===== src/hdl/wpm_pkg.sv =====
`timescale 1ns / 1ps

package wpm_pkg;

  // Pattern geometry
  localparam int PATTERN_MAX = 32;
  localparam int POS_W       = PATTERN_MAX + 1;
  localparam int PAT_BYTES   = 32;
  localparam int PAT_USE     = (PATTERN_MAX < PAT_BYTES) ? PATTERN_MAX : PAT_BYTES;
  localparam int LEN_W       = 6;
  localparam int CFG_W       = 64;
  localparam int IDX_W       = 3;

  // Wildcard characters
  localparam logic [7:0] CH_STAR  = 8'h2A;
  localparam logic [7:0] CH_QMARK = 8'h3F;
  localparam logic [7:0] CH_DOT   = 8'h2E;

  // Configuration register map
  typedef enum logic [IDX_W-1:0] {
    REG_BYTES_A = 3'd0,
    REG_BYTES_B = 3'd1,
    REG_BYTES_C = 3'd2,
    REG_BYTES_D = 3'd3,
    REG_LENGTH  = 3'd4
  } reg_idx_t;

  typedef logic [POS_W-1:0] pos_vec_t;

  // Decoded pattern, one bit per position
  typedef struct packed {
    pos_vec_t                   keep;   // position <= length
    pos_vec_t                   used;   // position < length
    pos_vec_t                   skip;   // '*' or '?' in use
    pos_vec_t                   star;   // '*' in use
    pos_vec_t                   wild;   // '?' or '.' in use
    logic [PAT_BYTES-1:0][7:0]  bytes;
    logic [LEN_W-1:0]           len;    // saturated length
  } pattern_t;

  // Hand-off from the step stage to the verdict stage
  typedef struct packed {
    logic     valid;
    pos_vec_t vec;
  } pend_t;

  localparam pos_vec_t START_SET = pos_vec_t'(1);

  // Drop positions past the length, then follow runs of '*' and '?'.
  // Adding the skip mask to the active skip bits carries through each run
  // and lands one past its end, which marks every reachable position.
  function automatic pos_vec_t close_set(pos_vec_t act, pos_vec_t keep, pos_vec_t skip);
    pos_vec_t a;
    pos_vec_t t;
    a = act & keep;
    t = ((a & skip) + skip) ^ skip;
    return a | t;
  endfunction

endpackage


===== src/hdl/wpm_cfg.sv =====
`timescale 1ns / 1ps

module wpm_cfg (
  input  logic                        clk,
  input  logic                        rst,
  input  logic                        cfg_valid,
  input  logic [wpm_pkg::IDX_W-1:0]   cfg_index,
  input  logic [wpm_pkg::CFG_W-1:0]   cfg_data,
  output wpm_pkg::pattern_t           pat
);

  logic [wpm_pkg::CFG_W-1:0] bytes_a;
  logic [wpm_pkg::CFG_W-1:0] bytes_b;
  logic [wpm_pkg::CFG_W-1:0] bytes_c;
  logic [wpm_pkg::CFG_W-1:0] bytes_d;
  logic [wpm_pkg::LEN_W-1:0] len_reg;
  logic [wpm_pkg::LEN_W-1:0] len_sat;

  // Store a written word; unknown indexes drop it
  always_ff @(posedge clk) begin
    if (rst) begin
      bytes_a <= '0;
      bytes_b <= '0;
      bytes_c <= '0;
      bytes_d <= '0;
      len_reg <= '0;
    end else if (cfg_valid) begin
      unique case (wpm_pkg::reg_idx_t'(cfg_index))
        wpm_pkg::REG_BYTES_A: bytes_a <= cfg_data;
        wpm_pkg::REG_BYTES_B: bytes_b <= cfg_data;
        wpm_pkg::REG_BYTES_C: bytes_c <= cfg_data;
        wpm_pkg::REG_BYTES_D: bytes_d <= cfg_data;
        wpm_pkg::REG_LENGTH:  len_reg <= cfg_data[wpm_pkg::LEN_W-1:0];
        default: ;
      endcase
    end
  end

  // Saturate the length to the usable pattern size
  assign len_sat = (len_reg > wpm_pkg::LEN_W'(wpm_pkg::PAT_USE))
                   ? wpm_pkg::LEN_W'(wpm_pkg::PAT_USE) : len_reg;

  // Decode per-position masks
  always_comb begin
    pat       = '0;
    pat.len   = len_sat;
    pat.bytes = {bytes_d, bytes_c, bytes_b, bytes_a};
    for (int p = 0; p < wpm_pkg::POS_W; p++) begin
      pat.keep[p] = (p <= int'(len_sat));
    end
    for (int p = 0; p < wpm_pkg::PAT_USE; p++) begin
      pat.used[p] = (p < int'(len_sat));
      pat.star[p] = pat.used[p] && (pat.bytes[p] == wpm_pkg::CH_STAR);
      pat.skip[p] = pat.used[p] && ((pat.bytes[p] == wpm_pkg::CH_STAR) ||
                                    (pat.bytes[p] == wpm_pkg::CH_QMARK));
      pat.wild[p] = pat.used[p] && ((pat.bytes[p] == wpm_pkg::CH_QMARK) ||
                                    (pat.bytes[p] == wpm_pkg::CH_DOT));
    end
  end

endmodule


===== src/hdl/wpm_core.sv =====
`timescale 1ns / 1ps

module wpm_core (
  input  logic              clk,
  input  logic              rst,
  input  logic              item_valid,
  output logic              item_stall,
  input  logic [7:0]        text_byte,
  input  logic              byte_present,
  input  logic              end_of_text,
  input  wpm_pkg::pattern_t pat,
  input  logic              pend_take,
  output wpm_pkg::pend_t    pend
);

  wpm_pkg::pos_vec_t active;
  wpm_pkg::pos_vec_t closed;
  wpm_pkg::pos_vec_t lit_eq;
  wpm_pkg::pos_vec_t move;
  wpm_pkg::pos_vec_t stepped;
  wpm_pkg::pos_vec_t final_set;
  logic              accept;

  // Hold input while a verdict waits and the output cannot take it
  assign item_stall = pend.valid && !pend_take;
  assign accept     = item_valid && !item_stall;

  // Literal compare against the text byte
  always_comb begin
    lit_eq = '0;
    for (int p = 0; p < wpm_pkg::PAT_USE; p++) begin
      lit_eq[p] = pat.used[p] && (pat.bytes[p] == text_byte);
    end
  end

  // Close, then advance every active position by one text byte
  assign closed    = wpm_pkg::close_set(active, pat.keep, pat.skip);
  assign move      = pat.wild | lit_eq;
  assign stepped   = (closed & pat.star) | ((closed & move) << 1);
  assign final_set = byte_present ? stepped : active;

  // Advance the active set; restart after an end word
  always_ff @(posedge clk) begin
    if (rst) begin
      active <= wpm_pkg::START_SET;
    end else if (accept) begin
      active <= end_of_text ? wpm_pkg::START_SET : final_set;
    end
  end

  // Hand the closing set to the verdict stage
  always_ff @(posedge clk) begin
    if (rst) begin
      pend.valid <= 1'b0;
    end else if (accept && end_of_text) begin
      pend.valid <= 1'b1;
      pend.vec   <= final_set;
    end else if (pend_take) begin
      pend.valid <= 1'b0;
    end
  end

endmodule


===== src/hdl/wpm_verdict.sv =====
`timescale 1ns / 1ps

module wpm_verdict (
  input  logic              clk,
  input  logic              rst,
  input  wpm_pkg::pend_t    pend,
  input  wpm_pkg::pattern_t pat,
  output logic              pend_take,
  output logic              result_valid,
  input  logic              result_stall,
  output logic              text_matches
);

  wpm_pkg::pos_vec_t closed;

  // Output register is free when empty or being drained
  assign pend_take = !result_valid || !result_stall;

  // Follow trailing skips, then look at the final position
  assign closed = wpm_pkg::close_set(pend.vec, pat.keep, pat.skip);

  always_ff @(posedge clk) begin
    if (rst) begin
      result_valid <= 1'b0;
    end else if (pend_take) begin
      result_valid <= pend.valid;
    end
  end

  always_ff @(posedge clk) begin
    if (pend_take && pend.valid) begin
      text_matches <= closed[pat.len];
    end
  end

endmodule


===== src/hdl/wildcard_pattern_matcher_unit.sv =====
`timescale 1ns / 1ps

// Channel   Handshake                Payload
// item      item_valid / item_stall  text_byte, byte_present, end_of_text
// result    result_valid / result_stall  text_matches
// cfg       cfg_valid / cfg_ready    cfg_index, cfg_data
//
// One item per cycle is taken while item_stall is low; the active-position set
// is updated in the same cycle by one 33-bit carry chain that follows '*' and
// '?' runs. A verdict passes through the closing-set register and then the
// result register after its end word.
// Synchronous reset clears the pattern and restarts at position 0.
// A stalled result blocks new items only once the closing-set register is full.

module wildcard_pattern_matcher_unit (
  input  logic                        clk,
  input  logic                        rst,
  input  logic                        item_valid,
  output logic                        item_stall,
  input  logic [7:0]                  text_byte,
  input  logic                        byte_present,
  input  logic                        end_of_text,
  output logic                        result_valid,
  input  logic                        result_stall,
  output logic                        text_matches,
  input  logic                        cfg_valid,
  output logic                        cfg_ready,
  input  logic [wpm_pkg::IDX_W-1:0]   cfg_index,
  input  logic [wpm_pkg::CFG_W-1:0]   cfg_data
);

  wpm_pkg::pattern_t pat;
  wpm_pkg::pend_t    pend;
  logic              pend_take;

  // Writes are always taken
  assign cfg_ready = 1'b1;

  wpm_cfg u_cfg (
    .clk       (clk),
    .rst       (rst),
    .cfg_valid (cfg_valid),
    .cfg_index (cfg_index),
    .cfg_data  (cfg_data),
    .pat       (pat)
  );

  wpm_core u_core (
    .clk          (clk),
    .rst          (rst),
    .item_valid   (item_valid),
    .item_stall   (item_stall),
    .text_byte    (text_byte),
    .byte_present (byte_present),
    .end_of_text  (end_of_text),
    .pat          (pat),
    .pend_take    (pend_take),
    .pend         (pend)
  );

  wpm_verdict u_verdict (
    .clk          (clk),
    .rst          (rst),
    .pend         (pend),
    .pat          (pat),
    .pend_take    (pend_take),
    .result_valid (result_valid),
    .result_stall (result_stall),
    .text_matches (text_matches)
  );

endmodule


===== config.mk =====
export PLATFORM = sky130hd
export DESIGN_NAME = wildcard_pattern_matcher_unit
export DESIGN_NICKNAME = d
export VERILOG_FILES = /design/src/hdl/wpm_pkg.sv /design/src/hdl/wpm_cfg.sv /design/src/hdl/wpm_core.sv /design/src/hdl/wpm_verdict.sv /design/src/hdl/wildcard_pattern_matcher_unit.sv
export SDC_FILE = /design/constraint.sdc
export NUM_CORES = 1
export LEC_CHECK = 0
export BUFFER_PORTS_ARGS = -buffer_cell sky130_fd_sc_hd__buf_2
export CAP_MARGIN = 20
export CORE_MARGIN = 5
export CORE_UTILIZATION = 50
export CTS_CLUSTER_SIZE = 40
export DETAILED_ROUTE_END_ITERATION = 10
export HOLD_SLACK_MARGIN = 0.06
export PLACE_DENSITY = 0.74
export SYNTH_ARGS = -nofsm -noshare
export SYNTH_HDL_FRONTEND = slang
export SYNTH_SLANG_ARGS = --single-unit

===== constraint.sdc =====
create_clock -name clk -period 4.64 [get_ports clk]
set_clock_uncertainty 0.15 [all_clocks]
set_input_delay 0.464 -clock clk [delete_from_list [all_inputs] [get_ports clk]]
set_output_delay 0.464 -clock clk [all_outputs]
set_load 0.005 [all_outputs]

# --- After elaboration in Yosys (flattened, before gate mapping) ---
# Cells that the tools add are included.
totals:
  mem_bits_rw: 0
  rom_bits: 0
  latchBits: 0
  n_memories: 0
  ff_bits: 331
classes:
  eq_ne: 132
  n_addsub: 2
  shifts: 0
  mux: 7
  bitwise_logic: 13
  magnitude_cmp: 66
  div: 0
  reduce_logical: 209
  mul: 0
op_table:
  columns: ["operator", "n"]
  rows:
  - ["== test 8 x 6 -> 1 bit (second input constant)", 96]
  - ["== test 8 bit", 32]
  - ["logical AND 1 bit", 132]
  - ["AND 33 x 32 -> 33 bit", 3]
  - ["bitwise OR 33 bit", 3]
  - ["less-or-equal comparator 5 x 6 -> 1 bit (first input constant)", 16]
  - ["< comparator 5 x 6 -> 1 bit (first input constant)", 16]
  - ["adder 33 x 32 -> 33 bit", 2]
  - ["AND 33 bit", 2]
  - ["two-way mux 33 bit", 2]
  - ["XOR 33 x 32 -> 33 bit", 2]
  - ["logical OR 1 bit", 65]
  - ["less-or-equal comparator 4 x 6 -> 1 bit (first input constant)", 8]
  - ["< comparator 4 x 6 -> 1 bit (first input constant)", 8]
  - ["AND 32 bit", 1]
  - ["bitwise OR 32 bit", 1]
  - ["less-or-equal comparator 3 x 6 -> 1 bit (first input constant)", 4]
  - ["< comparator 3 x 6 -> 1 bit (first input constant)", 4]
  - ["less-or-equal comparator 2 x 6 -> 1 bit (first input constant)", 2]
  - ["< comparator 1 x 6 -> 1 bit (first input constant)", 2]
  - ["< comparator 2 x 6 -> 1 bit (first input constant)", 2]
  - ["AND reduction 2 bit", 6]
  - ["< comparator 6 x 7 -> 1 bit (second input constant)", 1]
  - ["binary-select mux 1 bit (select 6 bit)", 1]
  - ["12 further kinds", 18]

# --- Logic depth before layout (Yosys ltp) ---
# Gate-level depths: netlist of the first run.
depth:
  ltp_word: 12
  mapped_depth: 17

# --- Cells and area by module ---
# A second synthesis of the first run with hierarchy kept.
unflattened:
  cells_unflattened: 2789
  area_unflattened_um2: 20878.8
by_module_without_submodules:
  columns: ["mod", "area_per_inst_um2", "n_inst", "cells_per_inst"]
  rows:
  - ["wpm_cfg", 11362.1, 1, 1553]
  - ["wpm_core", 7587.3, 1, 925]
  - ["wpm_verdict", 1918.1, 1, 309]
  - ["wildcard_pattern_matcher_unit", 11.3, 1, 2]

# --- Least setup slack after synthesis of the first run ---
# Ideal clock, no wire load.
synth_path:
  path_type: "register to register"
  from: "register u_cfg.bytes_a[0] in the netlist's numbering"
  to: "register u_verdict.text_matches (data pin)"
  t_arrival_ns: 3.782
  path_slack_ns: 0.570
  path_stages_with_launch: 15
  period_less_slack_ns: 4.070
  setup_ns: 0.138
  path_cell_list: "dfxtp_1 or3_1 a2111oi_0 and3_1 ha_1 nor3_1 a2bb2oi_1 a311oi_1 nor4_2 o2111ai_1 or3_1 a31o_1 a2111o_1 a41o_1 nand4_1"
synth_via:
  elab_chain_cells: 9
synth_rtl:
  columns: ["element", "line_no", "text"]
  rows:
  - ["start, declared", "wpm_cfg.sv:12", "logic [wpm_pkg::CFG_W-1:0] bytes_a;"]
  - ["start signal, assigned", "wpm_cfg.sv:29", "wpm_pkg::REG_BYTES_A: bytes_a <= cfg_data;"]
  - ["== test 8 x 6 -> 1 bit, on equally long branches", "wpm_cfg.sv:54, wpm_cfg.sv:55", null]
  - ["logical OR 1 bit (*)", "wpm_cfg.sv:54", "pat.skip[p] = pat.used[p] && ((pat.bytes[p] == wpm_pkg::CH_STAR) ||"]
  - ["logical AND 1 bit (*)", "wpm_cfg.sv:54", null]
  - ["AND 33 x 32 -> 33 bit", "wpm_pkg.sv:56", "t = ((a & skip) + skip) ^ skip;"]
  - ["adder 33 x 32 -> 33 bit", "wpm_pkg.sv:56", null]
  - ["XOR 33 x 32 -> 33 bit (*)", "wpm_pkg.sv:56", null]
  - ["bitwise OR 33 bit (*)", "wpm_pkg.sv:57", "return a | t;"]
  - ["binary-select mux 1 bit (select 6 bit) (*)", "wpm_verdict.sv:32", "text_matches <= closed[pat.len];"]
  - ["two-way mux 1 bit (not written as such) (*)", "wpm_verdict.sv:32", null]
  - ["end signal, assigned", "wpm_verdict.sv:32", null]
  - ["end, declared", "wpm_verdict.sv:11", "output logic text_matches"]
# Mark *: on every way between the ends. The rest lies on a longest branch, timed or not. The select of a mux whose other input is x is not followed.
# A chain may end at the register's enable or synchronous reset.

# --- Worst setup path after layout of the first run ---
layout_path:
  from: "register u_cfg.bytes_a[48] in the netlist's numbering"
  to: "register u_verdict.text_matches (data pin)"
# The elaborated chain is that of the path after synthesis.

==> results by group, run 1 <==
Outcome
  – Status: complete, no violations

Timing
  – Max Freq: 228 MHz
  – TNS Setup: 0 ns
  – Worst rel slew slack: 26.5%
  – Final hold violations: 0
  – RSZ-0062 raised after global routing: no
  – Final setup violation count: 0
  – Slew @ Worst Pin: 1.10 ns
  – Fin crit share: 94.4%
  – Min Clock Period, post-route: 4.38 ns
  – Final worst setup slack: 0.262 ns
  – Slew Viols, Final: 0

Critical path
  – Critical R2R Capture: u_verdict.text_matches
  – Setup crit end kind: flip-flop
  – Reg-to-Reg Start: u_cfg.bytes_a[48]
  – Worst Path Class, Setup: flip-flop to flip-flop
  – CP startpoint kind: flip-flop
  – Worst EP required: 4.90 ns
  – Arrival time worst endpoint: 4.64 ns
  – R2R setup slack: 0.26 ns
  – Number of buffers and inverters on the critical path: 0
  – Worst path top cell family by delay: simple AND/OR/NAND/NOR gates
  – Critical path's slowest cell: or4_1
  – Reg2Reg Depth: 11
  – Cell-by-cell trace of the critical path: or3_1, a2111oi_4, o2111ai_1, or4_1, nor4_2, o2111ai_1, or3_1, a31o_1, a2111o_1, a41o_1, nand4_1
  – Worst path max stage delay: 0.54 ns
  – Worst-path fanout max: 6

Synthesis
  – Netlist cell types: 92
  – Largest area contributor in the netlist: dfxtp_1
  – EDFF count, synth: 34
  – Avg Cell Area, Syn: 7.43 µm²
  – Commonest cells post-synth: nand2_1 (624), a21oi_1 (361), dfxtp_1 (297), xnor2_1 (225), nor2_1 (167)
  – Sequential area share after synthesis: 33.5%
  – Main synth FF type: dfxtp_1
  – Post-synth top area share: 28.6%
  – Yosys warnings: 0
  – Dominant cells by area after synthesis: dfxtp_1 (29%), nand2_1 (11%), xnor2_1 (9.5%)
  – Top-count cell post-synth: nand2_1
  – Mapped Area: 0.0208 mm²
  – FF+latch count, synth: 331
  – Gate Count Post-Synth: 2800
  – Asr flop ratio synth: 0%
  – Syn_nets: 2884

Global route
  – Total congestion overflow: 0
  – Initial antenna violation count: 2
  – Vias in the first global route: 21300
  – GRT Resource Usage Total: 35.9%
  – Largest net degree at the start of global routing: 160
  – First-pass GRT wire length: 129000 µm

Floorplanning
  – Total die area: 0.0458 mm²
  – Die Y: 214 µm
  – Core Area: 0.0410 mm²
  – Starting Density: 50.7%
  – Row count: 74
  – # IOs: 86
  – Die width: 214 µm

Detailed routing
  – Vias/cell: 6.44
  – First DRT Iteration DRCs: 2734
  – Vias: 22300
  – Final ANT Viol Nets: 0
  – Post-route DRC: 0
  – Post-DR wirelength/cell: 25.0 µm
  – DRT Wirelength: 86700 µm
  – TritonRoute pass-1 iters: 6

Place
  – Dpl hpwl: 63700 µm
  – Port-buffer cells: 84
  – Setup WS pre-CTS: 0.186 ns
  – GP Congestion: 1.07
  – Placed cell area: 0.0221 mm²

Min path
  – Worst hold-check path type: primary input to flip-flop
  – Hold Startpoint: cfg_data[63]
  – Hold Path Depth: 3
  – Min-Delay Endpoint: u_cfg.bytes_a[63]

Pwr
  – Worst vdd ir: 0.000294 V
  – Pwr Total: 6.87 mW
  – PwrDens: 287 mW/mm²
  – Leak pwr: 7.86 nW

Clock network
  – Worst skew pair latency: 0.56 ns
  – CTS tree: yes
  – CTS Buffer Depth: 3
  – H-tree levels: 2
  – CTS Buf Count: 38
  – Setup bufs post-CTS: 0
  – Root Buffer: clkbuf_16
  – Clock Sink Count: 331
  – Clock transition at the registers of the reported paths: 0.06 ns

Finish
  – Fill count: 3761
  – Layout cells sized above 1: 10.1%
  – Synthesis-to-finish area growth: 15.0%
  – Finished Cell Area: 0.0239 mm²
  – Layout Nets: 2987

Run
  – Max_cap viols: 0
## worst reg2reg max path: cells and delay by family (launching register included)
| kind | cells | cell delay [ns] |
|---|---|---|
| and+or+nand+nor | 5 | 1.87 |
| AOI/OAI and AO/OA | 6 | 1.85 |
| DFF | 1 | 0.37 |
## per-stage QoR
stage / hold slack, ns / utilization, % / cells
final: 0.0779 / 58.3 / 3467
after global routing: 0.0778 / 58.3 / 3463
after CTS: 0.0611 / 58.2 / 3463
after detailed placement: 0.298 / 53.9 / 3343
after global placement: 0.290 / 53.8 / 3341
after floorplan: 0.282 / - / 2800
## cell families (layout without fill, tap and decap cells)
family	after synthesis	in the layout	share of synthesized area (%)
fa+ha+maj	2	2	0.120
flops	331	331	33.5
other cells	1	5	0.0180
xor+xnor	289	289	12.2
buf+inv	202	333	3.74
mux	6	6	0.289
compound gates	725	725	22.4
simple gates	1244	1244	27.7
## layer usage
layer	vias up	global-route usage, %	part of all wire [%]
met2	1170	57.3	45
met5	-	0	0
met3	285	7.00	9.7
met1	10700	46.3	40
li1	10200	-	-
met4	0	18.8	5.6
## placed cells by master, fill, tap and decap left out, types with 25 or more instances in the layout
cell	synthesis	routed
nand2_1	624	623
a21oi_1	361	361
dfxtp_1	297	296
xnor2_1	225	225
nor2_1	167	165
buf_4	2	94
buf_2	9	83
nand3_1	80	79
nand4_1	74	74
nor3_1	68	67
o21ai_0	65	64
xor2_1	64	64
dlygate4sd3_1	0	52
clkbuf_16	0	40
nor4_1	35	35
edfxtp_1	34	34
or3_1	31	31
and3_1	28	27
inv_1	26	26
a22oi_1	25	25
## final cells by class
cell class,count,area (µm²),area share [%]
inverter,27,101,0.424
clock buffer,56,1130,4.73
timing repair buffer,238,1820,7.62
multi-input combinational,2267,13100,54.8
antenna,4,10.0,0.0418
clock inverter,12,118,0.492
sequential,331,6970,29.1
tap,532,666,2.78
## repair_timing
action,CTS,global route
hold endpoints to repair,182,0
hold buffers,52,0
setup endpoints to repair,0,4
gates resized for setup,0,5
## how the worst max path moves through the flow
stage,startpoint,end,depth (start not counted)
after floorplan,u_cfg.bytes_a[0],u_verdict.text_matches,14
after global placement,u_cfg.bytes_a[0],u_verdict.text_matches,15
after detailed placement,u_cfg.bytes_a[8],u_verdict.text_matches,15
after CTS,u_cfg.bytes_a[8],u_verdict.text_matches,15
after global routing,u_cfg.bytes_a[8],u_verdict.text_matches,15
final,u_cfg.bytes_a[48],u_verdict.text_matches,11
## report_power, final
part / switching [mW] / total [mW] / internal (mW)
logic: 0.492 / 0.766 / 0.274
registers: 0.0792 / 3.03 / 2.95
clock network: 1.27 / 3.08 / 1.80
Note: power is estimated with default switching activity, not from simulation.
==> inputs of run 2 (changes only) <==
- CTS_BUF_LIST: unset -> sky130_fd_sc_hd__clkbuf_4 sky130_fd_sc_hd__clkbuf_8
- CTS_CLUSTER_DIAMETER: unset -> 60
==> results by group, run 2 (synthesized netlist as in run 1, its figures left out) <==
Detailed routing
  – First DRT Iteration DRCs: 2632 (-3.7%)
  – Vias/cell: 6.45 (+0.24%)
  – Final ANT Viol Nets: 0 (unchanged)
  – Vias: 22400 (+0.44%)
  – Post-route DRC: 0 (unchanged)
  – DRT Wirelength: 86600 µm (about the same)
  – Post-DR wirelength/cell: 24.9 µm (-0.26%)
  – TritonRoute pass-1 iters: 5 (-1)

Global route
  – Vias in the first global route: 21200 (-0.53%)
  – Initial antenna violation count: 2 (unchanged)
  – First-pass GRT wire length: 129000 µm (-0.17%)
  – GRT Resource Usage Total: 35.8% (-0.051 points)
  – Total congestion overflow: 0 (unchanged)
  – Largest net degree at the start of global routing: 160 (unchanged)

Timing
  – Slew Viols, Final: 0 (unchanged)
  – Max Freq: 228 MHz (-0.33%)
  – TNS Setup: 0 ns (unchanged)
  – Final setup violation count: 0 (unchanged)
  – Final hold violations: 0 (unchanged)
  – RSZ-0062 raised after global routing: no
  – Fin crit share: 94.7% (+0.32 points)
  – Slew @ Worst Pin: 1.12 ns (+0.0230 ns)
  – Worst rel slew slack: 24.7% (-1.9 points)
  – Hold WS: 0.272 ns (+0.194 ns)
  – Min Clock Period, post-route: 4.39 ns (+0.0147 ns)

Critical path
  – Worst EP required: 4.96 ns (+0.06 ns)
  – Worst Path Class, Setup: flip-flop to flip-flop
  – Worst-path fanout max: 6 (unchanged)
  – Arrival time worst endpoint: 4.71 ns (+0.07 ns)
  – Setup crit end kind: flip-flop
  – CP startpoint kind: flip-flop
  – R2R setup slack: 0.25 ns (about the same)

Place
  – Dpl hpwl: 63700 µm (unchanged)
  – Port-buffer cells: 84 (unchanged)
  – GP Congestion: 1.07 (unchanged)

Clock network
  – Root Buffer: clkbuf_8
  – CTS tree: yes
  – H-tree levels: 2 (unchanged)
  – Clock Sink Count: 331 (unchanged)
  – Worst skew pair latency: 0.63 ns (+0.07 ns)
  – CTS Buf Count: 34 (-11%)
  – Clock transition at the registers of the reported paths: 0.11 ns (+0.05 ns)
  – CTS Buffer Depth: 3 (unchanged)

Min path
  – Worst hold-check path type: primary input to flip-flop

Outcome
  – Status: complete, no violations

Floorplanning
  – Total die area: 0.0458 mm² (unchanged)
  – Row count: 74 (unchanged)
  – Starting Density: 50.7% (unchanged)
  – # IOs: 86 (unchanged)
  – Die Y: 214 µm (unchanged)
  – Core Area: 0.0410 mm² (unchanged)
  – Die width: 214 µm (unchanged)

Finish
  – Synthesis-to-finish area growth: 13.8%
  – Most frequent cells in the layout: nand2_1 (623), a21oi_1 (361), dfxtp_1 (296)
  – Commonest non-fill, non-tap cell in the layout: nand2_1
  – Layout Nets: 2996 (+0.30%)
  – Layout cells sized above 1: 10.2% (+0.15 points)

Pwr
  – Leak pwr: 7.73 nW (-1.8%)
  – PwrDens: 257 mW/mm² (-11%)
  – Pwr Total: 6.08 mW (-12%)
  – Worst vdd ir: 0.000259 V (-12%)

Run
  – Max_cap viols: 0 (unchanged)
[run 2: cell count changes in the layout (fill, tap and decap cells not counted), moves of 2 or more]
cell / previous run / this run
inv_12: 0 / 2
clkbuf_1: 9 / 0
clkinv_8: 0 / 2
clkbuf_8: 8 / 41
inv_4: 3 / 0
inv_8: 0 / 5
inv_6: 1 / 3
dlygate4sd3_1: 52 / 65
clkinv_2: 6 / 4
clkbuf_16: 40 / 0
[run 2: what timing repair did]
action                     in CTS  in global routing
hold endpoints to repair      259                  0
resized for setup               0                  8
setup endpoints to repair       0                  7
hold buffers                   65                  0
buffers inserted                0                  0
[run 2: critical path, cell delays in order (launching register included)]
cell       delay, ns
dfxtp_1         0.39
nor3_1          0.56
o2111a_1        0.41
o2111ai_1       0.22
or4_1           0.53
nor4_2          0.39
o2111ai_1       0.24
or3_1           0.39
a31o_1          0.22
a2111o_1        0.39
a41o_1          0.26
nand4_1         0.10
[run 2: cell type report]
cell class | count | area (µm²)
fill | 3788 | 17400
multi-input combinational | 2267 | 13100
clock buffer | 41 | 558
clock inverter | 21 | 274
antenna | 4 | 10.0
tap | 532 | 666
inverter | 27 | 101
timing repair buffer | 251 | 1950
sequential | 331 | 6970
[run 2: per-stage QoR]
step / util (%) / area (µm²) / setup slack [ns] / cells
2_1_floorplan: - / 20800 / 0.570 / 2800
3_3_place_gp: 53.8 / 22100 / 0.153 / 3341
3_5_place_dp: 53.9 / 22100 / 0.186 / 3343
4_1_cts: 57.5 / 23600 / 0.0996 / 3470
5_1_grt: 57.6 / 23600 / 0.0185 / 3470
6_report: 57.7 / 23700 / 0.247 / 3474
[run 2: worst paths after layout]
path,start,to,cells after the start
min,end_of_text,u_core.active[9],4
max,u_cfg.bytes_b[24],u_verdict.text_matches,11
max reg2reg,u_cfg.bytes_b[24],u_verdict.text_matches,11
min reg2reg,u_core.active[32],u_core.active[32],2
[run 2: report_power, final]
part           switching, mW  leakage (nW)  internal (mW)
clock                   1.24         0.427           1.04
sequential            0.0789          2.71           2.95
combinational          0.495          4.58          0.281
total                   1.81          7.73           4.27
[run 2: metal layers]
metal / up-vias / part of all wire (%) / global-route usage [%]
met5: - / 0.015 / 0
met4: 2 / 5.6 / 18.1
met3: 270 / 9.3 / 6.58
met2: 1230 / 45 / 57.4
met1: 10700 / 40 / 46.6
li1: 10200 / - / -
